**config.mk**
```make
export PLATFORM = sky130hd
export DESIGN_NAME = msi_dir_next
export DESIGN_NICKNAME = d
export VERILOG_FILES = /design/src/rtl/msi_dir_pkg.sv /design/src/rtl/msi_dir_next.sv
export SDC_FILE = /design/constraint.sdc
export NUM_CORES = 1
export LEC_CHECK = 0
export ABC_AREA = 1
export BUFFER_PORTS_ARGS = -buffer_cell sky130_fd_sc_hd__buf_2
export CORE_AREA = 2 2 87 80
export DETAILED_ROUTE_END_ITERATION = 8
export DIE_AREA = 0 0 89 82
export PLACE_DENSITY = 0.77
export SETUP_SLACK_MARGIN = 0.1
export SLEW_MARGIN = 20
export SYNTH_ARGS = -nofsm -noshare
export SYNTH_HDL_FRONTEND = slang
export SYNTH_SLANG_ARGS = --single-unit
```
**constraint.sdc**
```tcl
create_clock -name vclk -period 2.2
set_input_delay 0.44 -clock vclk [all_inputs]
set_output_delay 0.44 -clock vclk [all_outputs]
set_load 0.01 [all_outputs]
```
**src/rtl/msi_dir_pkg.sv**
```systemverilog
// shared types, constants and codes of the two-core msi coherence directory
`default_nettype none
package msi_dir_pkg;

   // directory geometry
   localparam int WORDS  = 256;
   localparam int ADDR_W = $clog2(WORDS);
   localparam int DATA_W = 32;
   localparam int LINE_W = DATA_W + 4;

   // bus operation codes
   typedef enum logic [1:0] {
      OP_UPGRADE    = 2'd0,
      OP_BUS_READ   = 2'd1,
      OP_READ_EXCL  = 2'd2,
      OP_WRITE_BACK = 2'd3
   } op_type;

   // per-core msi state codes
   localparam logic [1:0] ST_I = 2'd0;
   localparam logic [1:0] ST_S = 2'd1;
   localparam logic [1:0] ST_M = 2'd2;

   // one directory entry: value and both cores' states (core 0 in bits 1..0)
   typedef struct packed {
      logic [DATA_W-1:0] value;
      logic [3:0]        states;
   } line_type;

   // one bus request as held in the pipeline
   typedef struct packed {
      op_type            op;
      logic              requester;
      logic [ADDR_W-1:0] addr;
      logic [DATA_W-1:0] write_data;
      logic [DATA_W-1:0] flush_data;
      logic              peer_active;
   } req_item_type;

   // one result item
   typedef struct packed {
      logic [DATA_W-1:0] read_data;
      logic              peer_flushed;
      logic              peer_invalidated;
      logic [1:0]        requester_state;
      logic [1:0]        peer_state;
   } rsp_item_type;

endpackage
`default_nettype wire

```
**src/rtl/msi_dir_next.sv**
```systemverilog
// msi transition logic: new entry contents and result for one bus request
`default_nettype none
module msi_dir_next
   import msi_dir_pkg::*;
(
   input  wire req_item_type item,
   input  wire line_type     line_old,
   output line_type          line_new,
   output rsp_item_type      result
);

   logic [1:0]        req_old;
   logic [1:0]        peer_old;
   logic [1:0]        req_new;
   logic [1:0]        peer_new;
   logic [DATA_W-1:0] value_new;
   logic              flushed;
   logic              invalidated;

   // pick requester and peer slots of the state field
   assign req_old  = item.requester ? line_old.states[3:2] : line_old.states[1:0];
   assign peer_old = item.requester ? line_old.states[1:0] : line_old.states[3:2];

   // protocol transitions
   always_comb begin
      req_new     = req_old;
      peer_new    = peer_old;
      value_new   = line_old.value;
      flushed     = 1'b0;
      invalidated = 1'b0;
      unique case (item.op)
         OP_UPGRADE: begin
            req_new = ST_M;
            if (item.peer_active) begin
               peer_new    = ST_I;
               invalidated = 1'b1;
            end
         end
         OP_BUS_READ: begin
            if (req_old == ST_I) begin
               req_new = ST_S;
            end
            if (item.peer_active && peer_old == ST_M) begin
               value_new = item.flush_data;
               peer_new  = ST_S;
               flushed   = 1'b1;
            end
         end
         OP_READ_EXCL: begin
            req_new = ST_M;
            if (item.peer_active && peer_old != ST_I) begin
               if (peer_old == ST_M) begin
                  value_new = item.flush_data;
                  flushed   = 1'b1;
               end
               peer_new    = ST_I;
               invalidated = 1'b1;
            end
         end
         OP_WRITE_BACK: begin
            value_new   = item.write_data;
            invalidated = item.peer_active && peer_old != ST_I;
            req_new     = ST_I;
            peer_new    = ST_I;
         end
         default: begin
            req_new = req_old;
         end
      endcase
   end

   // repack entry and result
   assign line_new.value  = value_new;
   assign line_new.states = item.requester ? {req_new, peer_new} : {peer_new, req_new};

   assign result.read_data        = value_new;
   assign result.peer_flushed     = flushed;
   assign result.peer_invalidated = invalidated;
   assign result.requester_state  = req_new;
   assign result.peer_state       = peer_new;

endmodule
`default_nettype wire

```
==> metrics.json <==
{
  "synth": {
    "synth.cell_area_mm2": 0.00187,
    "synth_fp_nets": 490,
    "synthesis.yosys.warnings": 0,
    "synth_sequential_area_ratio": 0,
    "postSynthCellCount": 372,
    "syn_avg_cell_area_um2": 5.04,
    "post_synth_num_cell_types": 21
  },
  "worst_setup_path": {
    "largest_delay_share_family_worst_path": "buffers and inverters",
    "cpMaxStageDelayCell": "sky130_fd_sc_hd__ha_2",
    "timing.setup.critical_path_class": "input port to output pin",
    "worstPathArrival_ns": 1.64,
    "cp_data_required_time_ns": 1.76,
    "critPathLaunch": "item[75]",
    "cp_num_buf_inv": 4,
    "worst_path_largest_cell_delay_ns": 0.21,
    "critPathLaunchType": "input port",
    "path_common_cell": "sky130_fd_sc_hd__buf_4",
    "path_max_fanout": 4,
    "endpoint_kind": "output pin",
    "path_cells": "buf_4 -> inv_2 -> ha_2 -> buf_4 -> o21ai_0 -> nand2_1 -> nand3_1 -> a21oi_1 -> buf_2"
  },
  "sta": {
    "final_min_period_over_clock_period": 0.946,
    "grt_setup_unrepaired": "true",
    "setup_tns_ns": 0,
    "timing_hold_violations_final": 0,
    "worstMarginPinSlew_ns": 0.284,
    "fmax_mhz": 481,
    "slew_headroom": 0.809,
    "min_period_ns": 2.08,
    "setup-violations-final": 0,
    "final_max_slew_viol_count": 0
  },
  "final_layout": {
    "numSequentialCells": 0,
    "drive_above_1_share": 0.465,
    "multi_input_comb_area_mm2": 0.00129,
    "antennaDiodeCount": 0,
    "fillers": 721,
    "layout_commonest_cell": "sky130_fd_sc_hd__buf_2",
    "clkbuf_count": 0,
    "final-seq-area_um2": 0,
    "area_delta_synth_final_pct": 49.6,
    "design.final.nets": 628,
    "most-common-layout-cells": "sky130_fd_sc_hd__buf_2 (176), sky130_fd_sc_hd__inv_1 (71), sky130_fd_sc_hd__nand2_1 (46)"
  },
  "floorplan": {
    "floorplan_die_area_mm2": 0.00730,
    "floorplan.initialDensity": 0.291,
    "core_region_area_mm2": 0.00645,
    "num_rows": 28,
    "chipWidth_um": 89,
    "io_pins": 186,
    "die_y_um": 82
  },
  "route": {
    "drt-total-wl_mm": 6.88,
    "drt_iter0_markers": 108,
    "wl_per_cell_um": 11.5,
    "route.detailed.vias_per_inst": 4.77,
    "drt_pass1_iterations": 4,
    "drc_errors": 0,
    "routed-via-count": 2851,
    "antenna_left": 0
  },
  "run_status": {
    "status": "finished clean"
  },
  "pwr": {
    "vdd_drop_max_v": 0.0000984,
    "report.power.total_w": 0.000709,
    "cellPowerDensity_mw_per_mm2": 253,
    "cellLeakagePower_nw": 1.73
  },
  "worst_hold_path": {
    "hp-class": "input port to output pin",
    "worst_hold_startpoint": "line_old[30]"
  },
  "global_routing": {
    "gr-total-overflow": 0,
    "grt_start_max_net_pins": 21,
    "antenna_found_initial": 0,
    "grt_pass1_wl_mm": 9.94,
    "first_global_vias": 2329,
    "grt_usage": 0.161
  },
  "place": {
    "buffer_ports.inserted": 178,
    "routabilityCongestion": 0.758,
    "dp.final_hpwl_mm": 5.34
  },
  "run": {
    "max_cap_viol_count": 0
  }
}
==> per-layer routing <==
layer | GRT usage | up-vias | share of wire
met5 | 0 | - | 0
met4 | 0.0239 | 0 | 0.0039
met3 | 0.0111 | 3 | 0.077
met2 | 0.325 | 131 | 0.52
met1 | 0.187 | 1280 | 0.40
li1 | - | 1437 | -
==> per-stage QoR <==
| stage | std cells | setup slack (ns) | area [um2] | utilization | hold slack [ns] |
|---|---|---|---|---|---|
| global route | 598 | 0.0697 | 2800 | 0.435 | 1.28 |
| detailed placement | 596 | 0.00265 | 2660 | 0.413 | 1.26 |
| CTS | 597 | 0.110 | 2690 | 0.418 | 1.26 |
| floorplan | 372 | 0.0963 | 1880 | - | 1.03 |
| finish | 598 | 0.119 | 2800 | 0.435 | 1.24 |
| global placement | 596 | 0.0405 | 2660 | 0.413 | 1.25 |
==> worst paths after layout <==
kind / slack [ns] / endpoint / cells after the start
setup / recovery: 0.12 / line_new[1] / 9
hold / removal: 1.24 / result[32] / 4
==> Yosys cell counts (all sizes together) <==
| master | count | area (um2) |
|---|---|---|
| nand3 | 35 | 188 |
| o22ai | 1 | 6.26 |
| buf | 47 | 342 |
| clkbuf | 15 | 56.3 |
| a21oi | 67 | 335 |
| or2 | 1 | 6.26 |
| nand4 | 32 | 200 |
| o21ai | 4 | 20.0 |
| inv | 76 | 290 |
| ha | 6 | 75.1 |
| o31ai | 1 | 7.51 |
| nand2 | 50 | 208 |
| nor2 | 37 | 139 |
==> repair_timing <==
action	CTS	global route
pin swaps	1	2
hold buffers	0	0
resized for setup	9	29
gates cloned	1	0
setup buffers	0	1
endpoints found under the setup margin	35	69
==> report_power, final <==
group          leakage [nW]  internal [W]  switching (W)
Clock                     0             0              0
Combinational          1.73      0.000310       0.000400
Sequential                0             0              0
Total                  1.73      0.000310       0.000400
==> layout make-up <==
cell class | instances | area share
tap | 90 | 0.0402
inverter | 76 | 0.104
timing repair buffer | 198 | 0.395
multi-input combinational | 234 | 0.461
==> cells by family after synthesis <==
kind of cell | count (synthesis) | share of synthesized area
and+or+nand+nor | 155 | 0.395
buffers and inverters | 138 | 0.367
AOI/OAI and AO/OA | 73 | 0.197
adders and majority gates | 6 | 0.0401
No activity file was read; power rests on OpenSTA's default activity.
