`src/rtl/msi_ram.sv`:
```
// generic single-port-write, single-port-read ram with registered read data
`default_nettype none
module msi_ram #(
   parameter int WIDTH = 8,
   parameter int DEPTH = 16
) (
   input  wire logic                     clock,
   input  wire logic                     wr_en,
   input  wire logic [$clog2(DEPTH)-1:0] wr_addr,
   input  wire logic [WIDTH-1:0]         wr_data,
   input  wire logic                     rd_en,
   input  wire logic [$clog2(DEPTH)-1:0] rd_addr,
   output logic      [WIDTH-1:0]         rd_data
);

   logic [WIDTH-1:0] mem_ff [DEPTH];

   // write port and registered read port (read returns the old contents)
   always_ff @(posedge clock) begin
      if (wr_en) begin
         mem_ff[wr_addr] <= wr_data;
      end
      if (rd_en) begin
         rd_data <= mem_ff[rd_addr];
      end
   end

endmodule
`default_nettype wire

```
`config.mk`:
```
export PLATFORM = sky130hd
export DESIGN_NAME = msi_ram
export DESIGN_NICKNAME = d
export VERILOG_FILES = /design/src/rtl/msi_ram.sv
export SDC_FILE = /design/constraint.sdc
export NUM_CORES = 1
export LEC_CHECK = 0
export BUFFER_PORTS_ARGS = -buffer_cell sky130_fd_sc_hd__buf_2
export CORE_MARGIN = 5
export CORE_UTILIZATION = 52
export CTS_CLUSTER_DIAMETER = 150
export DETAILED_ROUTE_END_ITERATION = 12
export PLACE_DENSITY = 0.7
export SYNTH_ARGS = -nofsm -noshare
export SYNTH_HDL_FRONTEND = slang
export SYNTH_SLANG_ARGS = --single-unit
```
`constraint.sdc`:
```
create_clock -name clock -period 3.2 [get_ports clock]
set_input_delay 0.48 -clock clock [delete_from_list [all_inputs] [get_ports clock]]
set_output_delay 0.48 -clock clock [all_outputs]
set_load 0.05 [all_outputs]
```
==> impl_metrics.py, run 1 <==
metrics = {
    "timing": {
        "finalCritPeriodShare_pct": 53.8,
        "setup_tns_ns": 0,
        "clock.fmax_mhz": 581,
        "hold_viol": 0,
        "worst_clock_skew_ns": 0.00644,
        "setup-violations-final": 0,
        "drv_slew": 0,
        "worst_pin_slew_ns": 0.956,
        "finalCriticalPeriod_ns": 1.72,
        "max-slew-margin-rel_pct": 36.0,
        "hold_slack_ns": 0.348,
        "rsz0062_at_grt": "false",
    },
    "synth": {
        "syn_inst": 229,
        "synth-xor-area-share_pct": 0,
        "synth.area.mux_share_pct": 14.8,
        "ys_seq_area_share_pct": 78.1,
        "synth_top_area_share_pct": 78.1,
        "synthSimpleGateAreaFrac_pct": 3.14,
        "synth.avg_cell_area_um2": 22.8,
        "synthDistinctLibCells": 18,
        "synth_top_family_by_area": "multiplexers",
        "syn_nets": 248,
        "synth_fa_ha_area_share_pct": 0,
        "synthesis.area_mm2": 0.00523,
        "yosys-top-cells-area": "edfxtp_1, mux4_2, mux4_1",
        "synth_warnings": 0,
        "ys_seq_elements": 136,
        "synth_area_leader_cell": "edfxtp_1",
        "synth_compound_area_share_pct": 2.30,
    },
    "routing": {
        "route.detailed.drc": 0,
        "wire_per_inst_um": 23.1,
        "vias_per_cell": 5.75,
        "drt_iter0_markers": 198,
        "drt.antenna.violating_nets": 0,
        "drt-pass1-iter-count": 4,
        "totalWireLength_um": 9570,
        "vias": 2380,
    },
    "finish": {
        "fillers": 672,
        "fin_util_pct": 62.5,
        "syn2layout_area_growth_pct": 16.8,
        "stdcell_area_mm2": 0.00611,
        "diodes": 0,
        "final_cells": 414,
        "drive_gt1_share_pct": 28.1,
        "nets": 288,
    },
    "critical_path": {
        "r2r-end": "rd_data[5]",
        "critPathBufInv": 1,
        "end_kind": "output pin",
        "critPathKind": "flop to output pin",
        "critPathMaxFanout": 1,
        "path_cells": "buf_2",
        "critPathLaunchType": "flop",
        "crit_family": "flip-flops",
        "required_ns": 2.72,
        "max_stage_delay_ns": 0.42,
        "critical_path_arrival_ns": 1.24,
        "r2r_start": "mem_ff[10][5]",
        "reg2reg_slack_ns": 1.66,
        "slowest_stage": "edfxtp_1",
        "r2r_cells": 3,
    },
    "clock_tree": {
        "clk_latency_ns": 0.52,
        "cts_repair_resize_count": 0,
        "clock_path_buffers": 2,
        "cts_buffers": 17,
        "cts_hold_buf": 0,
        "clock-root-buffer": "clkbuf_8",
        "htree_levels": 4,
        "cts_setup_buffers": 0,
        "clk_pin_slew_worst_paths_ns": 0.06,
        "cts.sinks": 136,
        "cts_tree": "yes",
    },
    "place": {
        "portBuffers": 26,
        "routabilityCongestion": 0.757,
        "dpl-instance-area_mm2": 0.00549,
        "hpwl_um": 6040,
        "placed_cells": 383,
    },
    "flow_run": {
        "drv_cap": 0,
    },
    "die": {
        "die_x_um": 110,
        "initial_core_util_pct": 53.5,
        "die_h_um": 110,
        "pin_count": 27,
        "placementRows": 36,
        "core_mm2": 0.00977,
        "dieArea_mm2": 0.0122,
    },
    "grt": {
        "grt-busiest-layer": "met2",
        "antenna_found_initial": 0,
        "track_usage_pct": 18.1,
        "grt_max_degree": 33,
        "grt_pass1_vias": 2494,
        "met2_usage_pct": 27.9,
        "grt_overflow": 0,
        "grt_pass1_wl_um": 14800,
        "grtUsageMet3_pct": 5.53,
        "globalRouteMet1Util_pct": 24.4,
    },
    "pwr": {
        "p_per_area_mw_per_mm2": 693,
        "leakage_nw": 2.04,
        "vdd_drop_max_mv": 0.377,
    },
    "worst_hold_path": {
        "worstHoldStart": "wr_data[7]",
        "hold_end": "mem_ff[15][7]",
        "worstHoldPathCells": 1,
        "hold_class": "primary input to flop",
    },
    "outcome": {
        "status": "finished clean",
    },
}
[logic make-up after synthesis]
kind of cell,Yosys count
DFF,136
and+or+nand+nor,35
muxes,32
AOI/OAI and AO/OA,16
buffers and inverters,10
[report_power, final]
part | internal (mW) | switching, mW | total [mW] | leakage (nW)
registers | 2.01 | 0.0118 | 2.02 | 1.24
clock network | 1.33 | 0.680 | 2.01 | 0.299
logic | 0.0726 | 0.128 | 0.201 | 0.504
total | 3.41 | 0.820 | 4.23 | 2.04
[registers in the layout (all words and copies together), names as in the netlist]
| name | flops |
|---|---|
| rd_data | 8 |
| mem_ff | 128 |
[layout by cell type, fill, tap and decap left out, types with 2 or more instances in the layout]
cell and count:
nand2_1 9, a22oi_1 16, buf_4 4, nand2b_1 2, clkinv_1 2, nor3_1 4
mux4_1 14, nand3b_1 2, mux4_2 18, buf_2 26, edfxtp_1 136, clkbuf_16 16
bufinv_16 5, clkinv_2 3, clkinvlp_4 2, nor2_1 13
[per-layer routing]
metal,up-vias,routed length [um]
li1,1063,-
met1,1220,3830
met2,87,4920
met3,10,676
met4,0,138
met5,-,0
[cell usage after synthesis]
library cell / n
a22oi_1: 16
and2_1: 1
and2b_1: 1
buf_2: 3
buf_4: 1
buf_6: 3
clkdlybuf4s25_2: 3
edfxtp_1: 136
mux4_1: 14
mux4_2: 18
nand2_1: 9
nand2b_1: 2
nand3_1: 1
nand3b_1: 2
nor2_1: 13
nor2b_1: 1
nor3_1: 4
or3b_2: 1
[per-stage QoR]
| stage | setup WS, ns | power (mW) |
|---|---|---|
| 5_1_grt | 1.45 | 4.36 |
| 6_report | 1.48 | 4.23 |
| 2_1_floorplan | 1.23 | 2.18 |
| 4_1_cts | 1.44 | 4.26 |
| 3_3_place_gp | 1.01 | 2.25 |
| 3_5_place_dp | 0.978 | 2.26 |
[worst max-delay path by stage]
stage / start / to / slack (ns) / cells past startpoint
global placement: rd_addr[1] / rd_data[5] / 1.01 / 4
finish: rd_data[5] / rd_data[5] / 1.48 / 1
global route: wr_addr[2] / mem_ff[1][6] / 1.45 / 3
floorplan: wr_addr[2] / mem_ff[0][0] / 1.23 / 2
CTS: rd_data[5] / rd_data[5] / 1.44 / 1
detailed placement: rd_addr[1] / rd_data[5] / 0.98 / 4
[final cells by class]
cell class	instances	area, um2	share of cell area, %
Tap cell	133	166	2.72
Clock inverter	14	205	3.36
Timing Repair Buffer	31	180	2.95
Sequential cell	136	4080	66.9
Multi-Input combinational cell	83	1060	17.3
Clock buffer	17	414	6.78
(Power assumes the default switching activity.)
==> inputs of run 2 (changes only) <==
--- a/config.mk
+++ b/config.mk
@@ -10,7 +10,7 @@
 export CORE_UTILIZATION = 52
 export CTS_CLUSTER_DIAMETER = 150
 export DETAILED_ROUTE_END_ITERATION = 12
-export PLACE_DENSITY = 0.7
+export PLACE_DENSITY = 0.73
 export SYNTH_ARGS = -nofsm -noshare
 export SYNTH_HDL_FRONTEND = slang
 export SYNTH_SLANG_ARGS = --single-unit
==> constraint.sdc (replaced) <==
create_clock -name clock -period 1.4 [get_ports clock]
set_input_delay 0.21 -clock clock [delete_from_list [all_inputs] [get_ports clock]]
set_output_delay 0.21 -clock clock [all_outputs]
set_load 0.05 [all_outputs]
==> impl_metrics.py, run 2 (synthesis gave the netlist of run 1 again) <==
metrics = {
    "critical_path": {
        "end_kind": "flop",
        "r2r_start": "mem_ff[11][5]",
        "reg2reg_slack_ns": -0.05,
        "critPathKind": "flop to flop",
        "r2r-end": "rd_data[5]",
        "critPathLaunchType": "flop",
        "r2r_cells": 3,
        "critPathMaxFanout": 1,
        "critical_path_arrival_ns": 1.70,
        "required_ns": 1.65,
    },
    "finish": {
        "syn2layout_area_growth_pct": 19.2,
        "drive_gt1_share_pct": 40.6,
        "largest_register": "mem_ff",
        "largest_reg_flops": 128,
        "diodes": 0,
        "fin_util_pct": 63.7,
        "stdcell_area_mm2": 0.00623,
        "final_common_cell": "edfxtp_1",
        "top_regs": "mem_ff (128), rd_data (8)",
        "final_cell_mix": "edfxtp_1, mux4_2, buf_4",
        "nets": 311,
    },
    "place": {
        "dp_slack_ns": -0.392,
        "dpl-instance-area_mm2": 0.00566,
        "hpwl_um": 6340,
        "routabilityCongestion": 0.707,
        "portBuffers": 26,
    },
    "pwr": {
        "leakage_nw": 2.08,
        "vdd_drop_max_mv": 0.760,
        "p_per_area_mw_per_mm2": 1460,
        "total_power_mw": 9.10,
    },
    "timing": {
        "rsz0062_at_grt": "true",
        "worst_clock_skew_ns": 0.00876,
        "max-slew-margin-rel_pct": 40.9,
        "clock.fmax_mhz": 691,
        "finalCritPeriodShare_pct": 103,
        "setup-violations-final": 3,
        "hold_viol": 0,
        "finalCriticalPeriod_ns": 1.45,
        "fin_ws_ns": -0.0470,
        "worst_pin_slew_ns": 0.885,
        "drv_slew": 0,
    },
    "clock_tree": {
        "htree_levels": 4,
        "clk_latency_ns": 0.51,
        "cts.sinks": 136,
        "cts_buffers": 17,
        "cts_tree": "yes",
        "cts_setup_buffers": 0,
        "clock_path_buffers": 2,
        "clock-root-buffer": "clkbuf_8",
        "clk_pin_slew_worst_paths_ns": 0.06,
    },
    "grt": {
        "globalRouteMet1Util_pct": 25.8,
        "grt-busiest-layer": "met2",
        "grt_pass1_wl_um": 15800,
        "antenna_found_initial": 0,
        "grt_overflow": 0,
        "track_usage_pct": 19.1,
        "grt_max_degree": 22,
        "grtUsageMet3_pct": 5.53,
        "met2_usage_pct": 30.2,
        "grt_pass1_vias": 2585,
    },
    "routing": {
        "drt.antenna.violating_nets": 0,
        "drt_iter0_markers": 182,
        "route.detailed.drc": 0,
        "vias_per_cell": 5.63,
        "drt-pass1-iter-count": 4,
        "wire_per_inst_um": 23.0,
        "totalWireLength_um": 10000,
        "vias": 2456,
    },
    "flow_run": {
        "drv_cap": 0,
    },
    "worst_hold_path": {
        "hold_class": "primary input to flop",
        "hold_end": "rd_data[7]",
        "worstHoldPathCells": 1,
        "worstHoldStart": "rd_en",
    },
    "die": {
        "dieArea_mm2": 0.0122,
        "placementRows": 36,
        "die_h_um": 110,
        "pin_count": 27,
        "core_mm2": 0.00977,
        "die_x_um": 110,
        "initial_core_util_pct": 53.5,
    },
    "outcome": {
        "violations": "setup timing",
        "status": "finished, violations left",
    },
}
==> run 2: layer usage <==
metal	vias up	wire length, um	part of all wire, %
li1	1090	-	-
met1	1247	4130	41
met2	106	5100	51
met3	13	686	6.8
met4	0	135	1.3
met5	-	0	0
==> run 2: area by class of cell <==
type                            count  area (um2)
Timing Repair Buffer               54         395
Tap cell                          133         166
Clock inverter                     12         111
Multi-Input combinational cell     83        1050
Sequential cell                   136        4080
Clock buffer                       18         418
Fill cell                         657        3540
==> run 2: worst max-delay path by stage <==
stage / start / endpoint / slack (ns)
global route: mem_ff[11][5] / rd_data[5] / -0.09
global placement: rd_addr[0] / rd_data[4] / -0.39
floorplan: wr_addr[2] / mem_ff[3][0] / -0.08
detailed placement: rd_addr[0] / rd_data[7] / -0.39
CTS: mem_ff[11][5] / rd_data[5] / -0.09
finish: mem_ff[11][5] / rd_data[5] / -0.05
==> run 2: critical path, stage by stage (launching register included) <==
cell and delay, ns:
edfxtp_1 0.40, mux4_2 0.53, a22oi_2 0.20, nand2_1 0.07
==> run 2: metrics by stage <==
step	hold WS (ns)	std cells	TNS [ns]
after floorplan	0.309	229	-2.37
after global routing	0.0475	436	-0.424
final	0.0736	436	-0.0776
after global placement	0.594	406	-4.74
after CTS	0.0584	436	-0.252
after detailed placement	0.592	406	-5.88
==> run 2: what timing repair did <==
item | in CTS | in global routing
pin swaps | 3 | 0
setup endpoints to repair | 9 | 9
hold buffers | 0 | 0
gates resized for setup | 7 | 3
==> run 2: power by group <==
| group | internal (mW) | switching [mW] |
|---|---|---|
| Combinational | 0.217 | 0.316 |
| Clock | 2.47 | 1.49 |
| Sequential | 4.59 | 0.0260 |
| Total | 7.28 | 1.83 |
==> inputs of run 3 (changes only) <==
--- a/config.mk
+++ b/config.mk
@@ -7,10 +7,11 @@
 export LEC_CHECK = 0
 export BUFFER_PORTS_ARGS = -buffer_cell sky130_fd_sc_hd__buf_2
 export CORE_MARGIN = 5
-export CORE_UTILIZATION = 52
+export CORE_UTILIZATION = 54
 export CTS_CLUSTER_DIAMETER = 150
 export DETAILED_ROUTE_END_ITERATION = 12
-export PLACE_DENSITY = 0.73
+export PLACE_DENSITY = 0.75
+export REMOVE_ABC_BUFFERS = 1
 export SYNTH_ARGS = -nofsm -noshare
 export SYNTH_HDL_FRONTEND = slang
 export SYNTH_SLANG_ARGS = --single-unit
==> impl_metrics.py, run 3 (synthesis gave the netlist of run 1 again) <==
metrics = {
    "finish": {
        "largest_reg_flops": 128,
        "diodes": 0,
        "top_regs": "mem_ff (128), rd_data (8)",
        "nets": 307,
        "ff_latch_area_mm2": 0.00408,
        "syn2layout_area_growth_pct": 19.7,
        "multi_input_area_mm2": 0.00107,
        "largest_register": "mem_ff",
        "drive_gt1_share_pct": 40.9,
        "fillers": 623,
        "final_cell_mix": "edfxtp_1, mux4_2, buf_2",
        "final_common_cell": "edfxtp_1",
    },
    "pwr": {
        "total_power_mw": 9.58,
        "p_per_area_mw_per_mm2": 1530,
        "vdd_drop_max_mv": 0.666,
        "leakage_nw": 2.09,
    },
    "worst_hold_path": {
        "worstHoldPathCells": 1,
        "hold_class": "primary input to flop",
        "worstHoldStart": "rd_en",
        "hold_end": "rd_data[3]",
    },
    "critical_path": {
        "r2r-end": "rd_data[6]",
        "end_kind": "flop",
        "critical_path_arrival_ns": 1.69,
        "critPathLaunchType": "flop",
        "reg2reg_slack_ns": -0.04,
        "startpoint": "mem_ff[3][6]",
        "critPathKind": "flop to flop",
        "required_ns": 1.65,
        "critPathMaxFanout": 1,
        "r2r_cells": 3,
        "r2r_start": "mem_ff[3][6]",
    },
    "grt": {
        "grt_overflow": 0,
        "grt_pass1_wl_um": 15400,
        "grt_max_degree": 24,
        "grt_pass1_vias": 2678,
        "antenna_found_initial": 0,
        "track_usage_pct": 18.9,
    },
    "place": {
        "hpwl_um": 6220,
        "routabilityCongestion": 0.759,
        "portBuffers": 26,
    },
    "clock_tree": {
        "clk_pin_slew_worst_paths_ns": 0.06,
        "cts.sinks": 136,
        "cts_tree": "yes",
        "clock-root-buffer": "clkbuf_8",
        "clk_latency_ns": 0.51,
        "clock_path_buffers": 2,
        "htree_levels": 4,
        "cts_buffers": 17,
    },
    "die": {
        "die_x_um": 108,
        "die_h_um": 108,
        "core_mm2": 0.00959,
        "dieArea_mm2": 0.0117,
        "placementRows": 36,
        "pin_count": 27,
        "initial_core_util_pct": 54.5,
    },
    "routing": {
        "vias": 2481,
        "drt_iter0_markers": 212,
        "drt.antenna.violating_nets": 0,
        "wire_per_inst_um": 22.7,
        "totalWireLength_um": 9830,
        "drt-pass1-iter-count": 4,
        "route.detailed.drc": 0,
        "vias_per_cell": 5.72,
    },
    "timing": {
        "finalCriticalPeriod_ns": 1.44,
        "worst_clock_skew_ns": 0.00876,
        "worst_pin_slew_ns": 0.864,
        "drv_slew": 0,
        "finalCritPeriodShare_pct": 103,
        "setup-violations-final": 3,
        "max-slew-margin-rel_pct": 42.3,
        "rsz0062_at_grt": "true",
        "fin_ws_ns": -0.0421,
        "hold_viol": 0,
        "hold_slack_ns": 0.0724,
        "clock.fmax_mhz": 693,
    },
    "flow_run": {
        "drv_cap": 0,
    },
    "outcome": {
        "violations": "setup timing",
        "status": "finished, violations left",
    },
}
## run 3: cell types whose count changed in the layout (fill, tap and decap cells not counted), sizes merged
cell,before,now
inv,0,7
clkinv,8,2
buf,53,50
bufinv,2,3
clkbuf,19,18
## run 3: worst max-delay path by stage
stage / end / slack, ns
final: rd_data[6] / -0.04
after floorplan: mem_ff[0][0] / -0.30
after global placement: rd_data[1] / -0.36
after CTS: rd_data[6] / -0.04
after detailed placement: rd_data[1] / -0.37
after global routing: rd_data[6] / -0.09
## run 3: stage by stage
stage | area (um2) | cells | setup TNS [ns] | utilization [%] | setup slack, ns
6_report | 6260 | 434 | -0.0909 | 65.2 | -0.0421
5_1_grt | 6260 | 434 | -0.403 | 65.2 | -0.0933
4_1_cts | 6250 | 434 | -0.101 | 65.2 | -0.0404
3_5_place_dp | 5640 | 402 | -4.24 | 58.8 | -0.368
3_3_place_gp | 5640 | 402 | -3.81 | 58.8 | -0.358
2_1_floorplan | 5140 | 219 | -3.95 | - | -0.303
## run 3: metal layers
layer	track usage (%)	vias up	wire [um]
met3	4.48	8	564
met4	6.94	0	117
met5	0	-	0
met2	30.5	86	5200
li1	-	1092	-
met1	25.3	1295	3950
## run 3: worst max-delay path, stage by stage (launching register included)
cell and delay [ns]:
edfxtp_1 0.39, mux4_2 0.51, a22oi_2 0.18, nand2_1 0.10
## run 3: repair_timing
action	in CTS	in global routing
pin swaps	8	3
setup buffers	0	0
gates resized for setup	17	8
setup endpoints to repair	7	9
hold buffers	0	0
## run 3: final cells by class
class                   count  area share, %
clock buffers              18           6.68
clock inverters            14           2.98
multi-input cells          83           17.0
flip-flops and latches    136           65.2
well taps                 133           2.66
repair buffers             50           5.40
## run 3: where the power goes
| group | internal (mW) | total [mW] | switching, mW |
|---|---|---|---|
| logic | 0.204 | 0.517 | 0.313 |
| clock network | 2.76 | 4.44 | 1.68 |
| registers | 4.59 | 4.62 | 0.0289 |
| total | 7.55 | 9.58 | 2.02 |
